[config.mk]
export PLATFORM = sky130hd
export DESIGN_NAME = kem_front
export DESIGN_NICKNAME = d
export VERILOG_FILES = /design/src/kem_pkg.sv /design/src/kem_front.sv
export SDC_FILE = /design/constraint.sdc
export NUM_CORES = 1
export LEC_CHECK = 0
export BUFFER_PORTS_ARGS = -buffer_cell sky130_fd_sc_hd__buf_2
export CAP_MARGIN = 0
export CORE_UTILIZATION = 57
export CTS_CLUSTER_SIZE = 16
export DETAILED_ROUTE_END_ITERATION = 7
export GPL_ROUTABILITY_DRIVEN = 0
export PLACE_DENSITY_LB_ADDON = 0.25
export SLEW_MARGIN = 20
export SYNTH_ARGS = -nofsm -noshare
export SYNTH_HDL_FRONTEND = slang
export SYNTH_SLANG_ARGS = --single-unit
[constraint.sdc]
create_clock -name clock -period 4.7 [get_ports clock]
set_input_delay 0.94 -clock clock [delete_from_list [all_inputs] [get_ports clock]]
set_output_delay 0.94 -clock clock [all_outputs]
set_load 0.005 [all_outputs]
[src/kem_pkg.sv]
// kem_pkg: types, constants and helper functions shared by the effective mass pipeline
// depends on nothing
package kem_pkg;

   localparam int DATA_WIDTH    = 32;
   localparam int FRACTION_BITS = 24;
   localparam int LIM_BITS      = 61;
   localparam int SW            = LIM_BITS + 2;
   localparam int MW            = LIM_BITS + 1;
   localparam int XW            = ((DATA_WIDTH > SW) ? DATA_WIDTH : SW) + 2;
   localparam int DVW           = LIM_BITS + 2;
   localparam int DIV_EXP       = 2 * FRACTION_BITS + 1;
   localparam int QW            = DIV_EXP + 1;
   localparam int HW            = (MW + 1) / 2;
   localparam int PW            = 2 * HW;
   localparam int D3_CHUNK      = 8;
   localparam int D3_STAGES     = (MW + D3_CHUNK - 1) / D3_CHUNK;
   localparam int D3W           = D3_STAGES * D3_CHUNK;
   localparam int CW            = ((QW > DATA_WIDTH) ? QW : DATA_WIDTH) + 1;
   localparam int FRONT_STAGES  = 6;
   localparam int MID_STAGES    = 6 + D3_STAGES;
   localparam int PIPE_LATENCY  = FRONT_STAGES + QW + MID_STAGES + QW + 1;
   localparam int CSR_WIDTH     = 32;
   localparam int PADDR_WIDTH   = 3;

   localparam logic REG_BAND_MODEL = 1'b0;
   localparam logic MODEL_ZINCBLENDE = 1'b0;

   localparam logic signed [XW-1:0] XLIM_POS = XW'(1) << LIM_BITS;
   localparam logic signed [XW-1:0] XLIM_NEG = -XLIM_POS;
   localparam logic signed [SW-1:0] LIM_POS  = SW'(1) << LIM_BITS;
   localparam logic [MW-1:0]        LIM_MAG  = MW'(1) << LIM_BITS;
   localparam logic signed [SW-1:0] ONE_Q    = SW'(1) << FRACTION_BITS;
   localparam logic [CW-1:0] OUT_POS_MAX = (CW'(1) << (DATA_WIDTH - 1)) - CW'(1);
   localparam logic [CW-1:0] OUT_NEG_MAG = CW'(1) << (DATA_WIDTH - 1);

   typedef struct packed {
      logic signed [DATA_WIDTH-1:0] trial_energy;
      logic signed [DATA_WIDTH-1:0] band_potential;
      logic signed [DATA_WIDTH-1:0] gap_energy;
      logic signed [DATA_WIDTH-1:0] kane_param;
      logic signed [DATA_WIDTH-1:0] matrix_energy;
      logic signed [DATA_WIDTH-1:0] split_off_energy;
      logic                         last_position;
   } req_type;

   typedef struct packed {
      logic signed [DATA_WIDTH-1:0] mass_ratio;
      logic                         saturated;
      logic                         last_out;
   } rsp_type;

   typedef struct packed {
      logic                 zero1;
      logic                 zero2;
      logic                 neg2;
      logic signed [SW-1:0] kane2;
      logic signed [SW-1:0] matrix;
      logic                 last;
      logic                 sat;
   } side_type;

   typedef struct packed {
      logic [DVW-1:0] div1;
      logic [DVW-1:0] div2;
      side_type       side;
   } front_type;

   typedef struct packed {
      logic zero3;
      logic neg3;
      logic last;
      logic sat;
   } side3_type;

   typedef struct packed {
      logic [DVW-1:0] div3;
      side3_type      side;
   } mid_type;

   typedef struct packed {
      logic signed [SW-1:0] val;
      logic                 sat;
   } clamp_type;

   function automatic clamp_type clamp_lim(input logic signed [XW-1:0] x);
      clamp_type c;
      if (x > XLIM_POS) begin
         c.val = LIM_POS;
         c.sat = 1'b1;
      end else if (x < XLIM_NEG) begin
         c.val = -LIM_POS;
         c.sat = 1'b1;
      end else begin
         c.val = x[SW-1:0];
         c.sat = 1'b0;
      end
      return c;
   endfunction

   function automatic logic [MW-1:0] mag_of(input logic signed [SW-1:0] x);
      logic signed [SW-1:0] n;
      n = -x;
      return x[SW-1] ? MW'(n) : MW'(x);
   endfunction

endpackage

[src/kem_front.sv]
// kem_front: input clamp, kinetic energy, singularity clamp and divisor set-up stages
// depends on kem_pkg
module kem_front (
   input  logic               clock,
   input  logic               reset,
   input  logic               in_valid,
   input  kem_pkg::req_type   in_data,
   output logic               out_valid,
   output kem_pkg::front_type out_data
);

   typedef struct packed {
      logic signed [kem_pkg::SW-1:0] te;
      logic signed [kem_pkg::SW-1:0] pot;
      logic signed [kem_pkg::SW-1:0] eg;
      logic signed [kem_pkg::SW-1:0] so;
      logic signed [kem_pkg::SW-1:0] kf;
      logic signed [kem_pkg::SW-1:0] ep;
      logic                          last;
      logic                          sat;
   } st_type;

   logic [kem_pkg::FRONT_STAGES-1:0] valid_ff, valid_in;
   kem_pkg::req_type   cap_ff;
   st_type             st1_ff, st1_in, st2_ff, st2_in, st3_ff, st3_in, st4_ff, st4_in;
   kem_pkg::front_type out_ff, out_in;

   assign valid_in = {valid_ff[kem_pkg::FRONT_STAGES-2:0], in_valid};

   always_comb begin
      kem_pkg::clamp_type c0, c1, c2, c3, c4, c5;
      c0 = kem_pkg::clamp_lim(kem_pkg::XW'(cap_ff.trial_energy));
      c1 = kem_pkg::clamp_lim(kem_pkg::XW'(cap_ff.band_potential));
      c2 = kem_pkg::clamp_lim(kem_pkg::XW'(cap_ff.gap_energy));
      c3 = kem_pkg::clamp_lim(kem_pkg::XW'(cap_ff.kane_param));
      c4 = kem_pkg::clamp_lim(kem_pkg::XW'(cap_ff.matrix_energy));
      c5 = kem_pkg::clamp_lim(kem_pkg::XW'(cap_ff.split_off_energy));
      st1_in.te   = c0.val;
      st1_in.pot  = c1.val;
      st1_in.eg   = c2.val;
      st1_in.kf   = c3.val;
      st1_in.ep   = c4.val;
      st1_in.so   = c5.val;
      st1_in.last = cap_ff.last_position;
      st1_in.sat  = c0.sat | c1.sat | c2.sat | c3.sat | c4.sat | c5.sat;
   end

   // kinetic energy
   always_comb begin
      kem_pkg::clamp_type c;
      c = kem_pkg::clamp_lim(kem_pkg::XW'(st1_ff.te) - kem_pkg::XW'(st1_ff.pot));
      st2_in     = st1_ff;
      st2_in.te  = c.val;
      st2_in.sat = st1_ff.sat | c.sat;
   end

   // e + gap, clamped to 2 lsb when negative
   always_comb begin
      kem_pkg::clamp_type c;
      c = kem_pkg::clamp_lim(kem_pkg::XW'(st2_ff.te) + kem_pkg::XW'(st2_ff.eg));
      st3_in     = st2_ff;
      st3_in.te  = c.val[kem_pkg::SW-1] ? kem_pkg::SW'(2) : c.val;
      st3_in.sat = st2_ff.sat | c.sat;
   end

   // plus split-off, kept in pot
   always_comb begin
      kem_pkg::clamp_type c;
      c = kem_pkg::clamp_lim(kem_pkg::XW'(st3_ff.te) + kem_pkg::XW'(st3_ff.so));
      st4_in     = st3_ff;
      st4_in.pot = c.val;
      st4_in.sat = st3_ff.sat | c.sat;
   end

   always_comb begin
      kem_pkg::clamp_type kk;
      logic [kem_pkg::MW-1:0] m2;
      logic z1, z2;
      kk = kem_pkg::clamp_lim(kem_pkg::XW'(st4_ff.kf) + kem_pkg::XW'(st4_ff.kf));
      m2 = kem_pkg::mag_of(st4_ff.pot);
      z1 = (st4_ff.te == '0);
      z2 = (m2 == '0);
      out_in.div1        = z1 ? kem_pkg::DVW'(1) : kem_pkg::DVW'(st4_ff.te);
      out_in.div2        = z2 ? kem_pkg::DVW'(1) : {m2, 1'b0};
      out_in.side.zero1  = z1;
      out_in.side.zero2  = z2;
      out_in.side.neg2   = st4_ff.pot[kem_pkg::SW-1];
      out_in.side.kane2  = kk.val;
      out_in.side.matrix = st4_ff.ep;
      out_in.side.last   = st4_ff.last;
      out_in.side.sat    = st4_ff.sat | kk.sat;
   end

   always_ff @(posedge clock) begin
      if (reset) begin
         valid_ff <= '0;
      end else begin
         valid_ff <= valid_in;
      end
   end

   always_ff @(posedge clock) begin
      cap_ff <= in_data;
      st1_ff <= st1_in;
      st2_ff <= st2_in;
      st3_ff <= st3_in;
      st4_ff <= st4_in;
      out_ff <= out_in;
   end

   assign out_valid = valid_ff[kem_pkg::FRONT_STAGES-1];
   assign out_data  = out_ff;

endmodule

==> metrics.md <==
| Metric | Value |
|---|---|
| Status | `completed` |
| Hold path start | `st1_ff[65]` |
| CTS resizes | `0` |
| Reg-to-reg endpoint | `st3_ff[0]` |
| Crit-path max cell delay | `660 ps` |
| Largest net degree at the start of global routing | `64` |
| Vias in the first global route | `24.4k` |
| Dpl hpwl | `roughly 60 mm` |
| Chip Height | `257 um` |
| Worst Path Required | `around 5200 ps` |
| DRC | `0` |
| Post-layout net count | `4,135` |
| Detail Route Antenna Nets | `0` |
| Worst-path clk slew | `about 60 ps` |
| Clock tree sinks | `1,130` |
| Drt initial violations | `between 1.5k and 2k` |
| Number of port buffers | `451` |
| Smallest hold slack | `roughly 310 ps` |
| Post-synth EDFFs | `0` |
| Synth Instances | `3,409` |
| Max-slew headroom | `0.294` |
| Flop-to-flop setup slack | `~460 ps` |
| Fin crit period | `4240 ps` |
| Pins over their slew limit | `0` |
| Max-Cap Viols | `0` |
| Post-synthesis register bit count | `around 1.1k` |
| Async set-reset flop share out of synthesis | `0` |
| Root Buffer | `clkbuf_16` |
| Crit-path cells | `buf_4 -> ha_1 -> a21oi_1 -> o21ai_0 -> o21bai_1 -> nor2_1 -> a311o_1 -> nand2_1 -> xor2_1 -> or4b_2 -> a2111oi_0 -> and4_1 -> nor3_1` |
| Yosys cell types | `between 80 and 90` |
| Critical path startpoint category | `flip-flop` |
| Final hold violations | `0` |
| Static Leak | `about 19 nW` |
| Clock buffer depth | `3` |
| Routed via count | `around 25k` |
| Synth Flop Type | `dfxtp_1` |
| TritonCTS clock tree | `built` |
| CP Capture Type | `flip-flop` |
| Crit path kind | `reg -> reg` |
| Worst Hold Depth | `0` |
| Worst endpoint data arrival time | `around 4800 ps` |
| Critical-path top delay cell | `or4b_2` |
| Clk_skew | `~33 ps` |
| Initial Util | `0.577` |
| Clock latency on the worst-skew pair | `between 600 and 700 ps` |
| Met2 wire length | `roughly 40 mm` |
| Worst vdd ir | `about 0.47 mV` |
| H-tree lvl count | `3` |
| Core box area | `between 0.06 and 0.07 mm2` |
| Most frequent cells in the layout | `dfxtp_1 (1,129), buf_2 (451), nor2_1 (225)` |
| Count of final setup violators | `0` |
| Cts-stage hold buffer count | `0` |
| Largest fanout on the critical path | `21` |
| # rows | `93` |
| Uppermost routed layer | `met4` |
| Worst Tran Pin Value | `about 1000 ps` |
| Detail-routed via count per cell | `between 5 and 6` |
| IO Pins | `about 450` |
| Yosys Warn Count | `0` |
| Routed met3 length | `between 4 and 5 mm` |
| Fraction of layout cells with a size suffix above 1 | `0.182` |
| Fmax achieved | `between 0.2 and 0.25 GHz` |
| TritonRoute pass-1 iters | `6` |
| Final period util | `0.903` |
| First-pass GRT wire length | `128 mm` |
| Worst hold endpoint | `st2_ff[65]` |
| Setup Buffers After CTS | `0` |
| Die width | `around 260 um` |
| Routed len/inst | `17.4 um` |
| Area growth, synth to finish | `16.6%` |
| Most common cell after layout, fill and taps aside | `dfxtp_1` |
| R2R depth | `13` |
| Initial antenna violation count | `4` |
| Post-Synthesis Cell Area | `roughly 0.037 mm2` |
| Worst R2R Start | `st2_ff[252]` |
| Pwr Density | `620 mW/mm2` |
| Die ar. | `roughly 0.066 mm2` |
| Worst Hold Class | `reg -> reg` |
| Setup TNS | `0 ps` |
| Sequential share of the synthesized area | `0.610` |
| Syn Area/Cell | `about 11 um2` |
| Metal-1 WL | `34.6 mm` |
| Total GRT Usage | `0.243` |
| Total gr overflow | `0` |
| Num CTS Buffers | `103` |
| Routed WL | `slightly above 80 mm` |
| RSZ-0062 raised after global routing | `false` |
[cells by family (layout without fill, tap and decap cells)]
logic type               count (synthesis)  after routing  synth area share
buffers and inverters                  304            755            0.0371
flip-flops                            1130           1130             0.610
XOR/XNOR                               167            167            0.0394
adder cells (fa/ha/maj)                162            162            0.0552
AND/OR/NAND/NOR                        879            879             0.122
multiplexers                            15             15           0.00422
other                                    1              6          0.000101
AO/OA/AOI/OAI                          751            751             0.132
[worst max path at each step]
| stage | startpoint | endpoint | cells past startpoint | slack [ps] |
|---|---|---|---|---|
| after floorplan | st2_ff[252] | st3_ff[0] | 13 | 470 |
| after global placement | st2_ff[252] | st3_ff[0] | 13 | 660 |
| after detailed placement | st2_ff[252] | st3_ff[0] | 13 | 540 |
| after CTS | st2_ff[252] | st3_ff[0] | 13 | 510 |
| after global routing | st3_ff[321] | st4_ff[295] | 13 | 190 |
| final | st2_ff[252] | st3_ff[0] | 13 | 460 |
[synth_stat cells (34+ instances only)]
library cell | count | share of area
ha_1 | 159 | 0.054
a21oi_1 | 196 | 0.026
or3_1 | 34 | 0.0057
dfxtp_1 | 1130 | 0.61
nand2_1 | 177 | 0.018
nand4_1 | 74 | 0.012
a211oi_1 | 35 | 0.0071
nor2_1 | 225 | 0.023
buf_4 | 63 | 0.013
o21a_1 | 40 | 0.0081
inv_1 | 77 | 0.0078
a21o_1 | 68 | 0.014
xnor2_1 | 100 | 0.024
o21ai_0 | 152 | 0.021
o31ai_1 | 53 | 0.011
nor3_1 | 60 | 0.0081
and3_1 | 39 | 0.0066
clkbuf_1 | 160 | 0.016
nor4_1 | 50 | 0.0084
nand3_1 | 45 | 0.0061
xor2_1 | 67 | 0.016
nor2b_1 | 46 | 0.0078
[per-layer routing]
layer | track usage | vias up
met5 | 0 | -
li1 | - | 12677
met4 | 0.0992 | 0
met2 | 0.420 | 918
met1 | 0.302 | 11702
met3 | 0.0356 | 178
[flip-flops by register name, indices dropped and copies added (netlist names)]
name,count
st3_ff,160
st4_ff,157
valid_ff,6
st1_ff,193
out_in,34
st2_ff,193
out_data,194
cap_ff,193
[final cells by class]
class / instances / area [um2]
antenna: 4 / 10.0
clock buffer: 146 / 2970
clock inverter: 43 / 621
fill: 4908 / 21100
inverter: 77 / 289
multi-input combinational: 1976 / 13100
sequential: 1130 / 22600
tap: 855 / 1070
timing repair buffer: 489 / 2550
[critical path: cells and delay by family, from the launching register on]
family	cells	cell delay [ps]
flops	1	590
xor+xnor	1	190
compound gates	5	1360
fa+ha+maj	1	390
buf+inv	1	360
simple gates	5	1230
[power breakdown]
group          internal [W]  switching [W]  leakage (nW)
combinational       0.00262        0.00398          7.77
clock               0.00500        0.00353          1.76
sequential           0.0109       0.000740          9.46
[per-stage QoR]
step / setup slack (ps) / utilization / std cells / area [um2] / total power, W
2_1_floorplan: 473 / - / 3410 / 37100 / 0.0162
3_3_place_gp: 660 / 0.616 / 4527 / 39700 / 0.0183
3_5_place_dp: 537 / 0.616 / 4527 / 39700 / 0.0183
4_1_cts: 506 / 0.672 / 4716 / 43300 / 0.0269
5_1_grt: 190 / 0.672 / 4720 / 43300 / 0.0281
6_report: 458 / 0.672 / 4720 / 43300 / 0.0268
No activity file was read; power rests on OpenSTA's default activity.
