--- config.mk ---
export PLATFORM = sky130hd
export DESIGN_NAME = kem_back
export DESIGN_NICKNAME = d
export VERILOG_FILES = /design/src/kem_pkg.sv /design/src/kem_back.sv
export SDC_FILE = /design/constraint.sdc
export NUM_CORES = 1
export LEC_CHECK = 0
export ABC_CLOCK_PERIOD_IN_PS = 4000
export BUFFER_PORTS_ARGS = -buffer_cell sky130_fd_sc_hd__buf_4
export CORE_MARGIN = 10
export CORE_UTILIZATION = 29
export DETAILED_ROUTE_END_ITERATION = 6
export GPL_TIMING_DRIVEN = 0
export SLEW_MARGIN = 25
export SYNTH_ARGS = -nofsm -noshare
export SYNTH_HDL_FRONTEND = slang
export SYNTH_SLANG_ARGS = --single-unit
--- constraint.sdc ---
create_clock -name clock -period 4 [get_ports clock]
set_input_delay 0.6 -clock clock [delete_from_list [all_inputs] [get_ports clock]]
set_output_delay 0.6 -clock clock [all_outputs]
set_load 0.03 [all_outputs]
--- src/kem_pkg.sv ---
// kem_pkg: types, constants and helper functions shared by the effective mass pipeline
// depends on nothing
package kem_pkg;

   localparam int DATA_WIDTH    = 32;
   localparam int FRACTION_BITS = 24;
   localparam int LIM_BITS      = 61;
   localparam int SW            = LIM_BITS + 2;
   localparam int MW            = LIM_BITS + 1;
   localparam int XW            = ((DATA_WIDTH > SW) ? DATA_WIDTH : SW) + 2;
   localparam int DVW           = LIM_BITS + 2;
   localparam int DIV_EXP       = 2 * FRACTION_BITS + 1;
   localparam int QW            = DIV_EXP + 1;
   localparam int HW            = (MW + 1) / 2;
   localparam int PW            = 2 * HW;
   localparam int D3_CHUNK      = 8;
   localparam int D3_STAGES     = (MW + D3_CHUNK - 1) / D3_CHUNK;
   localparam int D3W           = D3_STAGES * D3_CHUNK;
   localparam int CW            = ((QW > DATA_WIDTH) ? QW : DATA_WIDTH) + 1;
   localparam int FRONT_STAGES  = 6;
   localparam int MID_STAGES    = 6 + D3_STAGES;
   localparam int PIPE_LATENCY  = FRONT_STAGES + QW + MID_STAGES + QW + 1;
   localparam int CSR_WIDTH     = 32;
   localparam int PADDR_WIDTH   = 3;

   localparam logic REG_BAND_MODEL = 1'b0;
   localparam logic MODEL_ZINCBLENDE = 1'b0;

   localparam logic signed [XW-1:0] XLIM_POS = XW'(1) << LIM_BITS;
   localparam logic signed [XW-1:0] XLIM_NEG = -XLIM_POS;
   localparam logic signed [SW-1:0] LIM_POS  = SW'(1) << LIM_BITS;
   localparam logic [MW-1:0]        LIM_MAG  = MW'(1) << LIM_BITS;
   localparam logic signed [SW-1:0] ONE_Q    = SW'(1) << FRACTION_BITS;
   localparam logic [CW-1:0] OUT_POS_MAX = (CW'(1) << (DATA_WIDTH - 1)) - CW'(1);
   localparam logic [CW-1:0] OUT_NEG_MAG = CW'(1) << (DATA_WIDTH - 1);

   typedef struct packed {
      logic signed [DATA_WIDTH-1:0] trial_energy;
      logic signed [DATA_WIDTH-1:0] band_potential;
      logic signed [DATA_WIDTH-1:0] gap_energy;
      logic signed [DATA_WIDTH-1:0] kane_param;
      logic signed [DATA_WIDTH-1:0] matrix_energy;
      logic signed [DATA_WIDTH-1:0] split_off_energy;
      logic                         last_position;
   } req_type;

   typedef struct packed {
      logic signed [DATA_WIDTH-1:0] mass_ratio;
      logic                         saturated;
      logic                         last_out;
   } rsp_type;

   typedef struct packed {
      logic                 zero1;
      logic                 zero2;
      logic                 neg2;
      logic signed [SW-1:0] kane2;
      logic signed [SW-1:0] matrix;
      logic                 last;
      logic                 sat;
   } side_type;

   typedef struct packed {
      logic [DVW-1:0] div1;
      logic [DVW-1:0] div2;
      side_type       side;
   } front_type;

   typedef struct packed {
      logic zero3;
      logic neg3;
      logic last;
      logic sat;
   } side3_type;

   typedef struct packed {
      logic [DVW-1:0] div3;
      side3_type      side;
   } mid_type;

   typedef struct packed {
      logic signed [SW-1:0] val;
      logic                 sat;
   } clamp_type;

   function automatic clamp_type clamp_lim(input logic signed [XW-1:0] x);
      clamp_type c;
      if (x > XLIM_POS) begin
         c.val = LIM_POS;
         c.sat = 1'b1;
      end else if (x < XLIM_NEG) begin
         c.val = -LIM_POS;
         c.sat = 1'b1;
      end else begin
         c.val = x[SW-1:0];
         c.sat = 1'b0;
      end
      return c;
   endfunction

   function automatic logic [MW-1:0] mag_of(input logic signed [SW-1:0] x);
      logic signed [SW-1:0] n;
      n = -x;
      return x[SW-1] ? MW'(n) : MW'(x);
   endfunction

endpackage

--- src/kem_back.sv ---
// kem_back: sign, output range clamp and zero denominator handling, result register
// depends on kem_pkg
module kem_back (
   input  logic                   clock,
   input  logic                   reset,
   input  logic                   in_valid,
   input  logic [kem_pkg::QW-1:0] quo3,
   input  kem_pkg::side3_type     side,
   output logic                   rsp_valid,
   output kem_pkg::rsp_type       rsp_data
);

   localparam logic signed [kem_pkg::DATA_WIDTH-1:0] MAX_OUT =
      {1'b0, {(kem_pkg::DATA_WIDTH-1){1'b1}}};
   localparam logic signed [kem_pkg::DATA_WIDTH-1:0] MIN_OUT =
      {1'b1, {(kem_pkg::DATA_WIDTH-1){1'b0}}};

   logic             valid_ff;
   kem_pkg::rsp_type rsp_ff, rsp_in;

   always_comb begin
      logic [kem_pkg::CW-1:0] mag, negv;
      mag  = kem_pkg::CW'(quo3);
      negv = -mag;
      rsp_in.last_out  = side.last;
      rsp_in.saturated = side.sat;
      if (side.zero3) begin
         rsp_in.mass_ratio = MAX_OUT;
         rsp_in.saturated  = 1'b1;
      end else if (side.neg3) begin
         if (mag > kem_pkg::OUT_NEG_MAG) begin
            rsp_in.mass_ratio = MIN_OUT;
            rsp_in.saturated  = 1'b1;
         end else begin
            rsp_in.mass_ratio = negv[kem_pkg::DATA_WIDTH-1:0];
         end
      end else begin
         if (mag > kem_pkg::OUT_POS_MAX) begin
            rsp_in.mass_ratio = MAX_OUT;
            rsp_in.saturated  = 1'b1;
         end else begin
            rsp_in.mass_ratio = mag[kem_pkg::DATA_WIDTH-1:0];
         end
      end
   end

   always_ff @(posedge clock) begin
      if (reset) begin
         valid_ff <= 1'b0;
      end else begin
         valid_ff <= in_valid;
      end
   end

   always_ff @(posedge clock) begin
      rsp_ff <= rsp_in;
   end

   assign rsp_valid = valid_ff;
   assign rsp_data  = rsp_ff;

endmodule

==> results by stage, run 1 <==
Final layout:
- The top cell types in the final layout, fill and taps aside, are 92 x sky130_fd_sc_hd__buf_4, 35 x sky130_fd_sc_hd__nor2_1, 35 x sky130_fd_sc_hd__dfxtp_1.
- The number of nets in the layout is between 300 and 400.
- The final standard cell area without fillers is between 0.002 and 0.003 sq mm.
- Compared with the post-synthesis result, the final layout area differs by 42.10%.
- The repair_antennas step left the layout with diodes totalling 0.
- The share of final-layout standard cells stronger than drive strength 1 is between 30% and 40%.
- The most common cell after layout, fill and taps aside is sky130_fd_sc_hd__buf_4.

Worst setup path:
- The nature of the critical path endpoint is a flop.
- At the worst endpoint, the required time is 4180 ps.
- The launching element type of the critical path is a primary input.
- The critical path launch point is quo3[1].
- The largest fanout of any net on the critical path is 10.
- The startpoint-to-endpoint class of the critical path is primary input to flop.
- The data arrival at the endpoint of the critical path is just over 3000 ps.

Timing:
- The count of final max-slew check failures is 0.
- The total negative slack for setup checks is 0 ps.
- The hold violation count in the final report is 0.
- The worst path needs around 2900 ps of the cycle, external delays included.
- The post-layout worst setup margin is 1087 ps.
- The headroom to the max-slew limit is about three fifths.
- For the pin with the worst max-slew slack, the measured transition is about 590 ps.
- The final clock period utilization by the worst path is ~73%.
- Timing would allow up to approximately 340 MHz.
- Setup repair after global routing left no endpoint under its margin.
- The total of endpoints with negative setup slack in the final report is 0.

Clocking:
- The number of clock sinks seen by CTS is 35.
- After clock tree synthesis, the repair step resized 0 gates.
- The number of CTS-inserted buffers is 5.
- The buffer depth of the longest clock path is 2.
- The clock tree root buffer cell is sky130_fd_sc_hd__clkbuf_8.
- The setup fix buffers added after clock tree synthesis is 0.
- The clock edge transition at the registers on the reported setup and hold paths is around 70 ps.
- The CTS tree is built.
- The number of buffers inserted by hold repair at cts is 0.
- In this run the number of H-tree levels came out at 2.

Run:
- The max-capacitance violation count is 0.

Yosys:
- The netlist uses 53 different library cells.
- The most instantiated flip-flop cell in the synthesis netlist is sky130_fd_sc_hd__dfxtp_1.
- The synthesized cell area is roughly 0.0021 sq mm.
- For this run, asynchronously set or reset flops after synthesis account for 0%.
- Sequential cells were found to cover approximately 34% of the synthesized design area.
- Dividing the synthesized area by the synthesized cell count gives 8.599 sq um.
- The synthesized design contains 35 register bits.
- When the netlist entered floorplanning its net count stood at ~300.
- In this run, synthesis inferred 0 flip-flops with an integrated enable.
- The number of cells produced by synthesis is 243.
- The Yosys step of the flow raised 0 warnings.

Place:
- Port buffering added 90 buffers.
- The placer congestion estimate is ~0.88.
- The pre-CTS setup slack is 849.7 ps.
- The half-perimeter wire length of the detailed placement result is between 6000 and 7000 um.
- Once placement finished, the instance area stood at 0.002885 sq mm.

Power and ir drop:
- The peak supply drop is ~0.13 mV.
- The analysis attributes to net switching a power of approximately 0.00026 W.
- The fraction of power spent switching nets is between 30% and 40%.
- The combinational share of power is between 20 and 30%.
- The share of power burned in registers is 44.5%.
- The analysis attributes to cell leakage a power of approximately 1.2 nW.
- The cell-internal power is just under 0.0006 W.
- The total power divided by cell area is 281.9 mW/mm^2.
- The proportion of power drawn by the clock network is between 30% and 40%.

Floorplanning:
- The core region is 0.006907 sq mm.
- 92 I/O pins were placed.
- Once the floorplan was initialized, standard cells occupied between 30 and 40% of the core.
- After floorplanning, the core was divided into 30 placement rows.
- The width of the chip is between 100 and 150 um.
- From bottom edge to top edge, the die measures between 100 and 150 um.
- The die covers 0.01100 sq mm.

Hold path:
- Counting instances, the worst hold path has a depth of 1.
- The sink of the worst hold path is rsp_data[0].
- The worst hold path belongs to the class primary input to flop.
- In this run the most critical hold path is launched from side[1].

Route:
- The aggregate routed wire length is around 7600 um.
- The highest metal layer carrying signal wires in the routed design is met4.
- After detailed routing, the number of vias per cell comes to 5.451.
- Once detail routing completed, the nets flagged for antenna violations numbered 0.
- The sum of met2 wire segment lengths after detailed routing is 3632 um.
- The routed via count is around 2400.
- After detailed routing, the met3 layer carries just under 600 um of wire.
- The post-detailed-route DRC marker count is 0.
- The violation count after the first detailed-routing iteration is roughly 170.
- For this block, wires on met1 add up to ~3300 um.
- The iteration count of the initial detailed-routing pass is 4.
- The routed wirelength normalized by instance count is roughly 17 um.

Outcome:
- The flow ran to the end, and the final reports show no timing, DRC or antenna violations.

Global routing:
- The global routing usage summed across all routing layers is a little over an eighth.
- The number of antenna violations at the first check in global routing is 0.
- Entering global routing, the biggest net connects 12 pins.
- The remaining global-route overflow is 0.
- The first global-routing pass estimated about 12000 um of wire.
- The number of global-route vias before repair is ~2500.
==> Yosys cell counts, types with 2 or more instances <==
cell                        n  area, sq um
sky130_fd_sc_hd__inv_1      4        15.01
sky130_fd_sc_hd__nor2b_1    4        25.02
sky130_fd_sc_hd__nor2_1    35        131.4
sky130_fd_sc_hd__or4_1      4        30.03
sky130_fd_sc_hd__buf_2      2        10.01
sky130_fd_sc_hd__or2_2      2        12.51
sky130_fd_sc_hd__nor4_1    10        62.56
sky130_fd_sc_hd__clkbuf_1  12        45.04
sky130_fd_sc_hd__a221o_1   19        190.2
sky130_fd_sc_hd__mux2_2     2        22.52
sky130_fd_sc_hd__or3_1      6        37.54
sky130_fd_sc_hd__buf_4      2        15.01
sky130_fd_sc_hd__buf_6      2        22.52
sky130_fd_sc_hd__nand3_1    5        25.02
sky130_fd_sc_hd__o41ai_1    2        17.52
sky130_fd_sc_hd__a21oi_1    5        25.02
sky130_fd_sc_hd__nand4_1    3        18.77
sky130_fd_sc_hd__a41o_1     2        20.02
sky130_fd_sc_hd__o211ai_1   2        15.01
sky130_fd_sc_hd__a211o_1    4        35.03
sky130_fd_sc_hd__dfxtp_1   35        700.7
sky130_fd_sc_hd__a31o_2    10        87.58
sky130_fd_sc_hd__or4_4      3        33.78
sky130_fd_sc_hd__o21ai_0    2        10.01
sky130_fd_sc_hd__nand2_1    6        22.52
sky130_fd_sc_hd__mux2i_1    3        30.03
sky130_fd_sc_hd__o31ai_1    9        67.56
sky130_fd_sc_hd__nor3b_1    2        15.01
sky130_fd_sc_hd__and3_1     2        12.51
sky130_fd_sc_hd__nor3_1    21        105.1
==> cells by family (layout without fill, tap and decap cells) <==
kind of cell	after synthesis	in the layout	share of synthesized area [%]
AND/OR/NAND/NOR	113	113	29.58
AO/OA/AOI/OAI	66	66	28.20
flip-flops	35	35	33.53
adder cells (fa/ha/maj)	1	1	0.5987
multiplexers	5	5	2.515
buffers and inverters	22	120	5.149
XOR/XNOR	1	1	0.4192
==> final cells by class <==
type / instances / area (sq um)
Buffer: 18 / 92.59
Tap cell: 96 / 120.1
Clock inverter: 3 / 15.01
Inverter: 4 / 15.01
Fill cell: 739 / 3938
Multi-Input combinational cell: 186 / 1281
Clock buffer: 5 / 68.82
Sequential cell: 35 / 700.7
Timing Repair Buffer: 90 / 675.6
==> power groups by stage <==
| stage | sequential, W | combinational, W | clock, W |
|---|---|---|---|
| after detailed placement | 0.000381 | 0.000211 | 0 |
| after floorplan | 0.000420 | 0.0000641 | 0 |
| after global routing | 0.000375 | 0.000229 | 0.000279 |
| after global placement | 0.000380 | 0.000209 | 0 |
| final | 0.000372 | 0.000211 | 0.000253 |
| after CTS | 0.000373 | 0.000212 | 0.000266 |
==> layer usage <==
layer / global-route usage, % / up-vias
met5: 0 / -
met4: 3.039 / 0
met3: 5.283 / 10
met2: 22.51 / 86
met1: 15.72 / 1133
li1: - / 1153
==> sequential cells by signal, indices dropped and copies added (netlist names) <==
signal and cells:
rsp_valid 1, rsp_data 34
==> how the worst max path moves through the flow <==
stage | to | slack, ps | depth (start not counted)
2_1_floorplan | rsp_data[30] | 1240 | 6
3_3_place_gp | rsp_data[1] | 860 | 10
3_5_place_dp | rsp_data[31] | 850 | 10
4_1_cts | rsp_data[32] | 1150 | 10
5_1_grt | rsp_data[31] | 990 | 10
6_report | rsp_data[32] | 1090 | 10
==> critical path, cell delays in order <==
cell                       delay, ps
sky130_fd_sc_hd__buf_4           120
sky130_fd_sc_hd__inv_1            50
sky130_fd_sc_hd__ha_1            180
sky130_fd_sc_hd__nor3b_1         440
sky130_fd_sc_hd__nand4_1         220
sky130_fd_sc_hd__clkbuf_1        310
sky130_fd_sc_hd__o31ai_4         540
sky130_fd_sc_hd__buf_6           230
sky130_fd_sc_hd__a21oi_1         130
sky130_fd_sc_hd__a211oi_1        270
==> stage by stage <==
step	std cells	power, W	utilization [%]	hold slack, ps
final	437	0.0008370	42.99	410.6
after global placement	429	0.0005893	41.78	706.3
after detailed placement	429	0.0005919	41.78	708.1
after floorplan	243	0.0004844	-	627.7
after CTS	437	0.0008512	42.99	402.7
after global routing	437	0.0008819	42.99	407.5
Power figures use the tool's default switching activity.
==> run 2, diff against run 1 <==
--- a/config.mk
+++ b/config.mk
@@ -5,7 +5,7 @@
 export SDC_FILE = /design/constraint.sdc
 export NUM_CORES = 1
 export LEC_CHECK = 0
-export ABC_CLOCK_PERIOD_IN_PS = 4000
+export ABC_CLOCK_PERIOD_IN_PS = 2550
 export BUFFER_PORTS_ARGS = -buffer_cell sky130_fd_sc_hd__buf_4
 export CORE_MARGIN = 10
 export CORE_UTILIZATION = 29
==> constraint.sdc (replaced) <==
create_clock -name clock -period 2.55 [get_ports clock]
set_input_delay 0.3825 -clock clock [delete_from_list [all_inputs] [get_ports clock]]
set_output_delay 0.3825 -clock clock [all_outputs]
set_load 0.03 [all_outputs]
==> results by stage, run 2 (synthesis results as in run 1) <==
Timing:
- The total of endpoints with negative setup slack in the final report is 0 (unchanged).
- The headroom to the max-slew limit was 60.85% (+0.11 points).
- The slew at the pin with the worst max-slew slack came to 585.2 ps (-1.663 ps).
- The count of final max-slew check failures is 0 (unchanged).
- Setup repair after global routing could not meet its margin everywhere.
- The post-layout worst setup margin is 58.00 ps (-1029 ps).
- The maximum achievable frequency is between 400 and 500 MHz.
- The total negative slack for setup checks is 0 ps (unchanged).
- The final clock period utilization by the worst path is 97.73%.
- The hold violation count in the final report is 0 (unchanged).
- The worst path in the final design needs a cycle of 2492 ps, including I/O delays and setup.

Floorplanning:
- The area of the die was 0.01100 sq mm (unchanged).
- The number of top-level design ports is 92 (unchanged).
- The number of core rows came to 30 (unchanged).
- The width of the chip is 104.9 um (unchanged).
- The placeable core area is 0.006907 sq mm (unchanged).
- The die extent in y was 104.9 um (unchanged).
- The effective utilization at floorplan is 30.25% (unchanged).

Final layout:
- The number of nets in the layout is 399 (+0.25%).
- Compared with the post-synthesis result, the final layout area differs by 43.17%.
- The library cell used most frequently in the layout, excluding fill and tap cells, is sky130_fd_sc_hd__buf_4.
- The area occupied by multi-input gates is 0.001296 sq mm (+1.2%).
- The count of fill cells added during filler insertion came to 735 (-0.54%).
- The sequential standard cell area is 700.7 sq um (unchanged).
- The flip-flop count of the largest register after layout came to 34 (unchanged).
- The share of final-layout standard cells stronger than drive strength 1 is 38.89% (+1.1 points).
- In the layout the commonest cells are 93 x sky130_fd_sc_hd__buf_4, 35 x sky130_fd_sc_hd__nor2_1, 35 x sky130_fd_sc_hd__dfxtp_1.
- The antenna diode count came to 0 (unchanged).

Hold path:
- The min-delay analysis places its worst path in the category primary input to flop.
- The worst hold path startpoint is side[1].
- The number of cells on the worst hold path is 1 (unchanged).
- For hold timing, the worst endpoint is rsp_data[0].

Worst setup path:
- The worst endpoint required time came to 2720 ps (-1460 ps).
- The launching element type of the critical path is a primary input.
- The largest fanout of any net on the critical path came to 10 (unchanged).
- The startpoint-to-endpoint class of the critical path is primary input to flop.
- The data arrival at the endpoint of the critical path was 2660 ps (-440 ps).
- The worst setup path is captured at a flop.

Route:
- The aggregate routed wire length was 7674 um (+0.64%).
- The routed via count is 2393 (+0.46%).
- The routed wirelength normalized by instance count is 17.52 um (+0.41%).
- The post-detailed-route DRC marker count is 0 (unchanged).
- The via-per-instance ratio is 5.463 (+0.23%).
- The iteration count of the initial detailed-routing pass came to 4 (unchanged).
- The post-route antenna net violation count is 0 (unchanged).
- The violation count after the first detailed-routing iteration is 186 (+11%).

Clocking:
- The clock tree root buffer cell is sky130_fd_sc_hd__clkbuf_8.
- The number of CTS-inserted buffers came to 5 (unchanged).
- TritonCTS built the clock tree.
- The number of clock sinks seen by CTS is 35 (unchanged).
- The buffer depth of the longest clock path was 2 (unchanged).
- The total number of H-tree levels is 2 (unchanged).
- The clock edge transition at the registers on the reported setup and hold paths is 70 ps (about the same).

Run:
- The max-capacitance violation count is 0 (unchanged).

Power and ir drop:
- The total design power is 0.001312 W (+57%).
- The peak supply drop was 0.2026 mV (+56%).
- The total power divided by cell area is 438.5 mW/mm^2 (+56%).
- The leakage power is 1.179 nW (+0.69%).

Place:
- The half-perimeter wire length of the detailed placement result was 6002 um (unchanged).
- The placer congestion estimate came to 0.8809 (unchanged).
- The quantity of I/O buffers inserted on ports is 90 (unchanged).
- The pre-CTS setup slack is -382.8 ps (-1233 ps).

Global routing:
- The number of global-route vias before repair is 2480 (+0.16%).
- The remaining global-route overflow was 0 (unchanged).
- The global routing usage summed across all routing layers is 13.42% (unchanged).
- The pin count of the biggest net entering global routing came to 12 (unchanged).
- The global-route wire length before repair is 12430 um (-0.11%).
- The number of antenna violations at the first check in global routing is 0 (unchanged).

Outcome:
- The run finished with clean final reports.
-- run 2: power breakdown --
group	switching (W)	total [W]	internal [W]
combinational	0.000185	0.000334	0.000148
sequential	0.00000746	0.000584	0.000577
clock	0.000207	0.000394	0.000187
total	0.000400	0.00131	0.000912
-- run 2: worst max path at each step --
stage / slack [ps] / cells past startpoint / end / from
after global routing: -7 / 9 / rsp_data[28] / quo3[14]
after CTS: 5 / 9 / rsp_data[30] / quo3[0]
final: 60 / 7 / rsp_data[30] / quo3[14]
after global placement: -370 / 10 / rsp_data[1] / quo3[0]
after floorplan: 10 / 6 / rsp_data[30] / quo3[14]
after detailed placement: -380 / 10 / rsp_data[31] / quo3[0]
-- run 2: what timing repair did --
| action | 4_1_cts | 5_1_grt |
|---|---|---|
| cloned | 0 | 0 |
| hold buffers | 0 | 0 |
| pin swaps | 1 | 0 |
| buffers inserted | 1 | 0 |
| endpoints found under the setup margin | 3 | 7 |
| resized for setup | 0 | 3 |
-- run 2: cell type report --
type / count / area share, %
timing repair buffer: 91 / 22.84
sequential: 35 / 23.42
inverter: 4 / 0.5019
clock inverter: 3 / 0.5019
buffer: 18 / 3.095
clock buffer: 5 / 2.300
tap: 96 / 4.015
multi-input combinational: 186 / 43.33
-- run 2: worst max-delay path, cell delays in order --
cell                      delay, ps
sky130_fd_sc_hd__buf_4          130
sky130_fd_sc_hd__or4_4          570
sky130_fd_sc_hd__or4_4          500
sky130_fd_sc_hd__buf_6          160
sky130_fd_sc_hd__or4_4          410
sky130_fd_sc_hd__and4b_1        230
sky130_fd_sc_hd__a211o_1        280
-- run 2: stage by stage --
stage               hold slack [ps]  utilization [%]  cell area, sq um  instances
detailed placement            490.6            41.78              2885        429
global route                  190.0            43.32              2992        438
finish                        197.1            43.32              2992        438
floorplan                     410.2                -              2090        243
global placement              488.8            41.78              2885        429
CTS                           185.2            43.10              2977        438
-- run 2: routing by layer --
layer	GRT usage, %	vias up	share of wire (%)
met5	0	-	0
met4	3.039	0	1.2
met3	5.283	11	7.8
met2	22.60	85	48
met1	15.65	1140	43
li1	-	1157	-
